`config.mk`:
```
export PLATFORM = sky130hd
export DESIGN_NAME = c2d_ctrl
export DESIGN_NICKNAME = d
export VERILOG_FILES = /design/src/sv/c2d_pkg.sv /design/src/sv/c2d_ctrl.sv
export SDC_FILE = /design/constraint.sdc
export NUM_CORES = 1
export LEC_CHECK = 0
export BUFFER_PORTS_ARGS = -buffer_cell sky130_fd_sc_hd__buf_2
export CORE_AREA = 2 2 39 41
export CTS_CLUSTER_SIZE = 14
export DETAILED_ROUTE_END_ITERATION = 6
export DIE_AREA = 0 0 41 43
export GPL_TIMING_DRIVEN = 1
export PLACE_DENSITY = 0.43
export REMOVE_ABC_BUFFERS = 1
export SETUP_SLACK_MARGIN = 0.4
export SLEW_MARGIN = 5
export SYNTH_ARGS = -nofsm -noshare
export SYNTH_HDL_FRONTEND = slang
export SYNTH_SLANG_ARGS = --single-unit
```
`constraint.sdc`:
```
create_clock -name i_clk -period 1.12 [get_ports i_clk]
set_clock_uncertainty 0.15 [all_clocks]
set_input_delay 0.056 -clock i_clk [delete_from_list [all_inputs] [get_ports i_clk]]
set_output_delay 0.056 -clock i_clk [all_outputs]
set_load 0.05 [all_outputs]
```
`src/sv/c2d_pkg.sv`:
```
package c2d_pkg;

    localparam int MAX_HEIGHT       = 32;
    localparam int MAX_WIDTH        = 32;
    localparam int MAX_IN_CHANNELS  = 4;
    localparam int MAX_OUT_CHANNELS = 8;
    localparam int MAX_KERNEL       = 5;
    localparam int IMG_DEPTH        = MAX_IN_CHANNELS * MAX_HEIGHT * MAX_WIDTH;
    localparam int TAPS_PER_OUT     = MAX_IN_CHANNELS * MAX_KERNEL * MAX_KERNEL;
    localparam int WGT_DEPTH        = MAX_OUT_CHANNELS * TAPS_PER_OUT;
    localparam int IMG_AW           = $clog2(IMG_DEPTH);
    localparam int WGT_AW           = $clog2(WGT_DEPTH);

    typedef enum logic [1:0] {
        REQ_WR_WEIGHT = 2'd0,
        REQ_WR_BIAS   = 2'd1,
        REQ_WR_PIXEL  = 2'd2,
        REQ_COMPUTE   = 2'd3
    } t_req;

    typedef enum logic [2:0] {
        CFG_IMG_H  = 3'd0,
        CFG_IMG_W  = 3'd1,
        CFG_IN_CH  = 3'd2,
        CFG_KER_H  = 3'd3,
        CFG_KER_W  = 3'd4,
        CFG_STRIDE = 3'd5,
        CFG_PAD_R  = 3'd6,
        CFG_PAD_C  = 3'd7
    } t_cfg_idx;

    typedef enum logic [2:0] {
        ST_IDLE,
        ST_SETUP1,
        ST_SETUP2,
        ST_RUN,
        ST_DRAIN1,
        ST_DRAIN2,
        ST_DONE
    } t_state;

    typedef struct packed {
        logic [5:0] img_h;
        logic [5:0] img_w;
        logic [2:0] in_ch;
        logic [2:0] ker_h;
        logic [2:0] ker_w;
        logic [2:0] stride;
        logic [2:0] pad_r;
        logic [2:0] pad_c;
    } t_cfg;

    typedef struct packed {
        logic latch;
        logic wr;
        logic setup1;
        logic setup2;
        logic step;
        logic finish;
    } t_cmd;

    typedef struct packed {
        logic range_bad;
        logic last_tap;
        logic out_busy;
    } t_sts;

    // Saturate a register value into [lo, hi]
    function automatic logic [5:0] clamp_val(logic [5:0] v, logic [5:0] lo, logic [5:0] hi);
        logic [5:0] r;
        r = v;
        if (v < lo) r = lo;
        if (v > hi) r = hi;
        return r;
    endfunction

endpackage

```
`src/sv/c2d_ctrl.sv`:
```
module c2d_ctrl (
    input  logic           i_clk,
    input  logic           i_rst_n,
    input  logic           i_in_valid,
    input  logic [1:0]     i_req_type,
    input  c2d_pkg::t_sts  i_sts,
    output c2d_pkg::t_cmd  o_cmd,
    output logic           o_in_stall
);
    import c2d_pkg::*;

    t_state r_state, n_state;

    // State register
    always_ff @(posedge i_clk) begin
        if (!i_rst_n) r_state <= ST_IDLE;
        else          r_state <= n_state;
    end

    // Next state and commands
    always_comb begin
        n_state    = r_state;
        o_cmd      = '0;
        o_in_stall = 1'b1;
        unique case (r_state)
            ST_IDLE: begin
                o_in_stall = 1'b0;
                if (i_in_valid) begin
                    if (i_req_type == REQ_COMPUTE) begin
                        o_cmd.latch = 1'b1;
                        n_state     = ST_SETUP1;
                    end else begin
                        o_cmd.wr = 1'b1;
                    end
                end
            end
            ST_SETUP1: begin
                o_cmd.setup1 = 1'b1;
                n_state      = ST_SETUP2;
            end
            ST_SETUP2: begin
                o_cmd.setup2 = 1'b1;
                n_state      = i_sts.range_bad ? ST_DONE : ST_RUN;
            end
            ST_RUN: begin
                o_cmd.step = 1'b1;
                if (i_sts.last_tap) n_state = ST_DRAIN1;
            end
            ST_DRAIN1: n_state = ST_DRAIN2;
            ST_DRAIN2: n_state = ST_DONE;
            ST_DONE: begin
                if (!i_sts.out_busy) begin
                    o_cmd.finish = 1'b1;
                    n_state      = ST_IDLE;
                end
            end
            default: n_state = ST_IDLE;
        endcase
    end

endmodule

```
# Yosys cells after proc, flatten, opt, wreduce, memory -nomap -nowiden
# Index checks and enable logic that the tools add are counted.
dict set report totals {
  out_inout_bits 7
  word_cells 30
  reg_bits 3
}
dict set report op_classes {
  reduce_logical 2
  muxes 16
  eq_ne 11
}
# op n
set ops {}
lappend ops {{$pmux W3 S7} 1}
lappend ops {{$mux W3} 5}
lappend ops {{$eq A3 B3 Y1 const B} 3}
lappend ops {{$mux W1} 8}
lappend ops {{$ne A2 B2 Y1 const B} 4}
lappend ops {{$eq A3 B2 Y1 const B} 2}
lappend ops {{$mux W2} 2}
lappend ops {{$reduce_and A4 Y1} 1}
lappend ops {{$eq A3 B1 Y1 const B} 1}
lappend ops {{$logic_not A3 Y1} 1}
lappend ops {{$eq A2 B2 Y1 const B} 1}

# Logic depth before layout (Yosys ltp)
# Gate-level depths: netlist of the first run.
dict set report logic_depth {
  depth_word 4
  ltp_mapped 4
  ltp_nobuf 3
}

# Worst setup path before layout of the first run
# No wires, ideal clock.
dict set report synth_timing {
  kind {flip-flop to output port}
  from {reg r_state[2]}
  to {out o_cmd[0] (netlist name)}
  path_stages_with_launch 4
  n_path_buf 1
  t_arrival_ns 1.704
  path_slack_ns -0.790
  path_cell_list {dfxtp_1 > buf_2 > nand2b_1 > nor3b_1}
}
# element line
set synth_rtl {}
lappend synth_rtl {{start: declaration} c2d_ctrl.sv:12} ;# t_state r_state, n_state;
lappend synth_rtl {{start signal: assignment} c2d_ctrl.sv:17} ;# else r_state <= n_state;
lappend synth_rtl {{end: declaration} c2d_ctrl.sv:7} ;# output c2d_pkg::t_cmd o_cmd,

==> flow_metrics.py, run 1 <==
metrics = {
    "place": {
        "dp_slack_ns": -0.235,
        "place_area_um2": 359,
        "hpwl_um": 530,
        "gp_congestion": 0.637,
        "numPortBuffers": 14,
    },
    "timing": {
        "fmax_ghz": 0.731,
        "drv_slew": 0,
        "hold_viol_final": 3,
        "rsz0062_at_grt": "true",
        "worst_pin_slew_ns": 0.211,
        "whs_ns": -0.0710,
        "worst_slew_margin_rel": 0.857,
        "setup_viol": 9,
        "fin_crit_sh": 1.22,
        "fin_ws_ns": -0.248,
        "min_period_ns": 1.37,
    },
    "grt": {
        "grt_pass1_vias": 318,
        "grt_pass1_wl_um": 1190,
        "grt_max_degree": 8,
        "overflow": 0,
        "grt_use_total": 0.101,
        "antenna_found_initial": 0,
    },
    "yosys": {
        "yosysTopAreaCellShare": 0.257,
        "synth_edf_count": 0,
        "synth-seq-area-share": 0.257,
        "synth_common_cells": "nand2_1, dfxtp_1, nor3b_1",
        "synth_area_leaders": "dfxtp_1, nor3b_1, nand2_1",
        "synthMostInstantiatedCell": "nand2_1",
        "syn_area_um2": 234,
        "synth_top_area_cell": "dfxtp_1",
        "ys_types": 19,
        "synth_cells": 31,
        "yosysWarningCount": 0,
        "synthFlopType": "dfxtp_1",
        "synthArstFlopShare": 0,
        "synth_seq_cells": 3,
        "avgSynthCellArea_um2": 7.55,
    },
    "flow_run": {
        "cap_violations": 0,
    },
    "cells_and_area": {
        "postLayoutCellArea_um2": 548,
        "final_nets": 64,
        "syn_to_final_growth_pct": 134,
        "largest_reg_flops": 3,
        "top_register": "r_state",
        "reg_top3": "r_state x3",
        "drive_above_1_share": 0.691,
        "diodes": 0,
    },
    "power_and_ir_drop": {
        "clock_power_share": 0.208,
        "irDropWorstVdd_mv": 0.433,
        "p_switching_uw": 357,
        "powerDensity_mw_per_mm2": 1630,
        "p_seq_frac": 0.188,
        "comb_power_share": 0.604,
        "switching_share": 0.400,
        "p_int_uw": 535,
        "leakage_nw": 0.241,
        "p_total_uw": 892,
    },
    "floorplanning": {
        "rows": 14,
        "die-area_mm2": 0.00176,
        "dieHeight_um": 43,
        "start_util": 0.169,
        "dieWidth_um": 41,
        "coreArea_mm2": 0.00138,
        "pin_count": 15,
    },
    "clock_network": {
        "cts_root_buffer": "clkbuf_4",
        "cts_made_buffers": 3,
        "cts_sinks": 3,
        "clock_latency_ns": 0.23,
        "cts_tree": "built",
        "clk_pin_slew_worst_paths_ns": 0.04,
        "cts_buffer_depth": 2,
        "htreeDepth": 1,
    },
    "worst_setup_path": {
        "cp_cell_sequence": "nor3_4 -> nand2_1 -> a21oi_1 -> buf_4",
        "start_kind": "flip-flop",
        "cp_max_fo": 5,
        "crit_required_ns": 0.91,
        "critPathMaxStageDelay_ns": 0.36,
        "path_class": "reg -> out",
        "arrival_ns": 1.16,
        "endpoint_kind": "primary output",
        "critical_path.slowest_cell": "dfxtp_4",
    },
    "outcome": {
        "status": "complete, but fails checks",
        "violations": "negative hold slack, negative setup slack",
    },
    "route": {
        "drt_iter0_markers": 0,
        "wire_per_inst_um": 10.3,
        "finalWirelength_um": 731,
        "viasPerCell": 4.37,
        "drc": 0,
        "ant_nets": 0,
        "vias": 310,
        "dr.pass1.iters": 1,
    },
    "hold_path": {
        "hold_class": "in -> reg",
    },
}
==> critical path, delay by kind of cell (launching register included) <==
kind	cells	cell delay (ns)
flops	1	0.36
compound gates	1	0.12
buf+inv	1	0.21
simple gates	2	0.25
==> through the flow <==
| stage | util | TNS [ns] | hold WS [ns] | instances |
|---|---|---|---|---|
| 6_report | 0.396 | -1.80 | -0.0710 | 71 |
| 5_1_grt | 0.396 | -2.24 | -0.0716 | 71 |
| 4_1_cts | 0.364 | -1.77 | -0.0765 | 70 |
| 3_5_place_dp | 0.259 | -1.08 | 0.182 | 65 |
| 3_3_place_gp | 0.259 | -1.03 | 0.173 | 65 |
| 2_1_floorplan | - | -3.50 | 0.0339 | 29 |
==> worst paths after layout <==
check | start | end | slack [ns] | cells after the start
setup reg to reg | r_state[1] | r_state[0] | -0.18 | 4
setup / recovery | r_state[1] | o_cmd[4] | -0.25 | 4
hold / removal | i_rst_n | r_state[2] | -0.07 | 2
hold reg to reg | r_state[0] | r_state[1] | 0.47 | 3
==> layout by cell type (no fill, tap or decap), types with 2 or more instances in the layout <==
master and n:
buf_6 9, buf_2 7, nand2_1 4, buf_4 4, clkbuf_4 3, nor3b_4 2
a21oi_1 2, nand3b_1 2, o21ai_0 2, buf_8 2, dfxtp_4 2
==> final cells by class <==
type,count,area [um2]
clock buffers,4,26.3
multi-input cells,24,229
repair buffers,22,196
fillers,150,836
flip-flops and latches,3,68.8
well taps,16,20.0
inverters,2,7.51
==> kinds of logic after synthesis <==
| group | count (synthesis) | synth area share |
|---|---|---|
| buffers and inverters | 4 | 0.0749 |
| flip-flops | 3 | 0.257 |
| AND/OR/NAND/NOR | 16 | 0.438 |
| AO/OA/AOI/OAI | 8 | 0.230 |
==> what timing repair did <==
item                                   in CTS  in global routing
endpoints found under the hold margin       3                  3
pin swaps                                   5                  2
gates resized for setup                    33                  6
setup buffers                               1                  1
setup endpoints to repair                  10                 10
==> power groups by stage <==
stage / combinational [mW] / sequential (mW) / clock, mW
3_5_place_dp: 0.353 / 0.150 / 0
6_report: 0.539 / 0.168 / 0.185
2_1_floorplan: 0.220 / 0.156 / 0
3_3_place_gp: 0.352 / 0.150 / 0
4_1_cts: 0.470 / 0.163 / 0.197
5_1_grt: 0.575 / 0.172 / 0.199
==> per-layer routing <==
metal | up-vias | global-route usage | share of wire
met4 | 0 | 0.0800 | 0
met5 | - | 0 | 0
met3 | 0 | 0.0157 | 0.068
li1 | 158 | - | -
met1 | 141 | 0.0900 | 0.37
met2 | 11 | 0.181 | 0.56
Note: power is estimated with default switching activity, not from simulation.
==> run 2, diff against run 1 <==
==> constraint.sdc (replaced) <==
create_clock -name i_clk -period 1.12 [get_ports i_clk]
set_clock_uncertainty 0.15 [all_clocks]
set_input_delay 0.168 -clock i_clk [delete_from_list [all_inputs] [get_ports i_clk]]
set_output_delay 0.168 -clock i_clk [all_outputs]
set_load 0.05 [all_outputs]
==> run 2 against run 1 <==
Effect of this change:
- critical path depth stayed put
- via count rose by 3.2%
- largest cell class unchanged
- sequential share of layout area increased by 0.062 points
- register-to-register slack got worse by 0.06 ns
- the run ends with negative setup slack left
- largest power group unchanged
- setup slack worse by 0.10 ns
- highest routed layer unchanged
- combinational power shrank 6.1%
- die area did not move
==> flow_metrics.py, run 2 (synthesis gave the netlist of run 1 again) <==
metrics = {
    "clock_network": {
        "hold_buffers": 0,
        "clk_pin_slew_worst_paths_ns": 0.04,
        "cts_root_buffer": "clkbuf_4",
        "cts_buffer_depth": 2,
        "cts_tree": "built",
        "htreeDepth": 1,
        "cts_sinks": 3,
        "clock_latency_ns": 0.23,
        "cts_made_buffers": 3,
    },
    "hold_path": {
        "min-delay-start": "i_rst_n",
        "hold_class": "in -> reg",
        "worstHoldPathCells": 2,
        "whs_endpoint": "r_state[2]",
    },
    "worst_setup_path": {
        "endpoint_kind": "primary output",
        "critical_path.slowest_cell": "dfxtp_2",
        "crit_required_ns": 0.80,
        "arrival_ns": 1.15,
        "path_class": "reg -> out",
        "cp_cell_sequence": "nor3_2 -> nand2_1 -> a21oi_1 -> buf_4",
        "start_kind": "flip-flop",
        "r2r-start": "r_state[0]",
        "rrSetupSlack_ns": -0.24,
        "reg2reg_to": "r_state[2]",
        "critPathMaxStageDelay_ns": 0.31,
        "cp_max_fo": 2,
        "rr_worst_depth": 4,
    },
    "floorplanning": {
        "dieWidth_um": 41,
        "die-area_mm2": 0.00176,
        "dieHeight_um": 43,
        "rows": 14,
        "coreArea_mm2": 0.00138,
        "pin_count": 15,
        "start_util": 0.169,
    },
    "timing": {
        "hold_viol_final": 0,
        "fin_crit_sh": 1.31,
        "fin_ws_ns": -0.352,
        "drv_slew": 0,
        "whs_ns": 0.0407,
        "min_period_ns": 1.47,
        "fmax_ghz": 0.679,
        "rsz0062_at_grt": "true",
        "setup_viol": 9,
        "worst_pin_slew_ns": 0.254,
        "worst_slew_margin_rel": 0.829,
    },
    "route": {
        "vias": 320,
        "drt_iter0_markers": 6,
        "drc": 0,
        "dr.pass1.iters": 4,
        "wire_per_inst_um": 10.5,
        "ant_nets": 0,
        "finalWirelength_um": 746,
        "viasPerCell": 4.51,
    },
    "grt": {
        "grt_pass1_wl_um": 972,
        "overflow": 0,
        "grt_pass1_vias": 288,
        "antenna_found_initial": 0,
        "grt_use_total": 0.0841,
        "grt_max_degree": 9,
    },
    "cells_and_area": {
        "final_common_cell": "buf_6",
        "largest_reg_flops": 3,
        "layout_common_cells": "buf_6, buf_2, nand2_1, buf_4",
        "top_register": "r_state",
        "reg_top3": "r_state x3",
        "drive_above_1_share": 0.673,
        "diodes": 0,
        "syn_to_final_growth_pct": 125,
        "final_nets": 64,
    },
    "outcome": {
        "status": "complete, but fails checks",
        "violations": "negative setup slack",
    },
    "place": {
        "numPortBuffers": 14,
        "gp_congestion": 0.614,
        "hpwl_um": 498,
    },
    "power_and_ir_drop": {
        "p_total_uw": 850,
        "powerDensity_mw_per_mm2": 1620,
        "irDropWorstVdd_mv": 0.401,
        "leakage_nw": 0.230,
    },
    "flow_run": {
        "cap_violations": 0,
    },
}
-- run 2: metal layers --
metal,global-route usage,share of wire,up-vias
met5,0,0,-
met4,0.0600,0,0
met3,0.0366,0.094,0
met2,0.153,0.56,13
met1,0.0605,0.35,148
li1,-,-,159
-- run 2: cell type report --
cell class / instances / area, um2
multi-input combinational: 24 / 213
tap: 16 / 20.0
clock buffer: 4 / 26.3
sequential: 3 / 66.3
timing repair buffer: 22 / 193
inverter: 2 / 7.51
fill: 149 / 858
-- run 2: timing repair --
| item | in CTS | in global routing |
|---|---|---|
| setup endpoints to repair | 10 | 10 |
| gates resized for setup | 28 | 8 |
| pin swaps | 5 | 4 |
| setup buffers | 2 | 1 |
-- run 2: stage by stage --
step | utilization | std cells | setup TNS, ns | setup slack [ns] | area [um2]
floorplan | - | 29 | -4.10 | -0.898 | 224
CTS | 0.349 | 70 | -2.48 | -0.368 | 483
global placement | 0.254 | 64 | -1.39 | -0.209 | 352
detailed placement | 0.254 | 64 | -1.59 | -0.260 | 352
finish | 0.380 | 71 | -2.46 | -0.352 | 526
global route | 0.380 | 71 | -2.90 | -0.400 | 526
-- run 2: how the worst max path moves through the flow --
stage                          start       end  slack [ns]
final                     r_state[0]  o_cmd[4]       -0.35
after CTS                 r_state[0]  o_cmd[4]       -0.37
after detailed placement  r_state[2]  o_cmd[4]       -0.26
after global routing      r_state[0]  o_cmd[4]       -0.40
after global placement    r_state[2]  o_cmd[4]       -0.21
after floorplan           r_state[2]  o_cmd[0]       -0.90
-- run 2: critical path: cells and delay by family, from the launching register on --
kind	cells	cell delay, ns
AOI/OAI and AO/OA	1	0.12
buffers and inverters	1	0.21
DFF	1	0.31
and+or+nand+nor	2	0.28
-- run 2: power breakdown --
| group | leakage [nW] | internal, mW | switching, mW | total, mW |
|---|---|---|---|---|
| registers | 0.0261 | 0.130 | 0.0238 | 0.154 |
| logic | 0.189 | 0.239 | 0.267 | 0.506 |
| clock network | 0.0150 | 0.134 | 0.0563 | 0.190 |
| total | 0.230 | 0.502 | 0.347 | 0.850 |
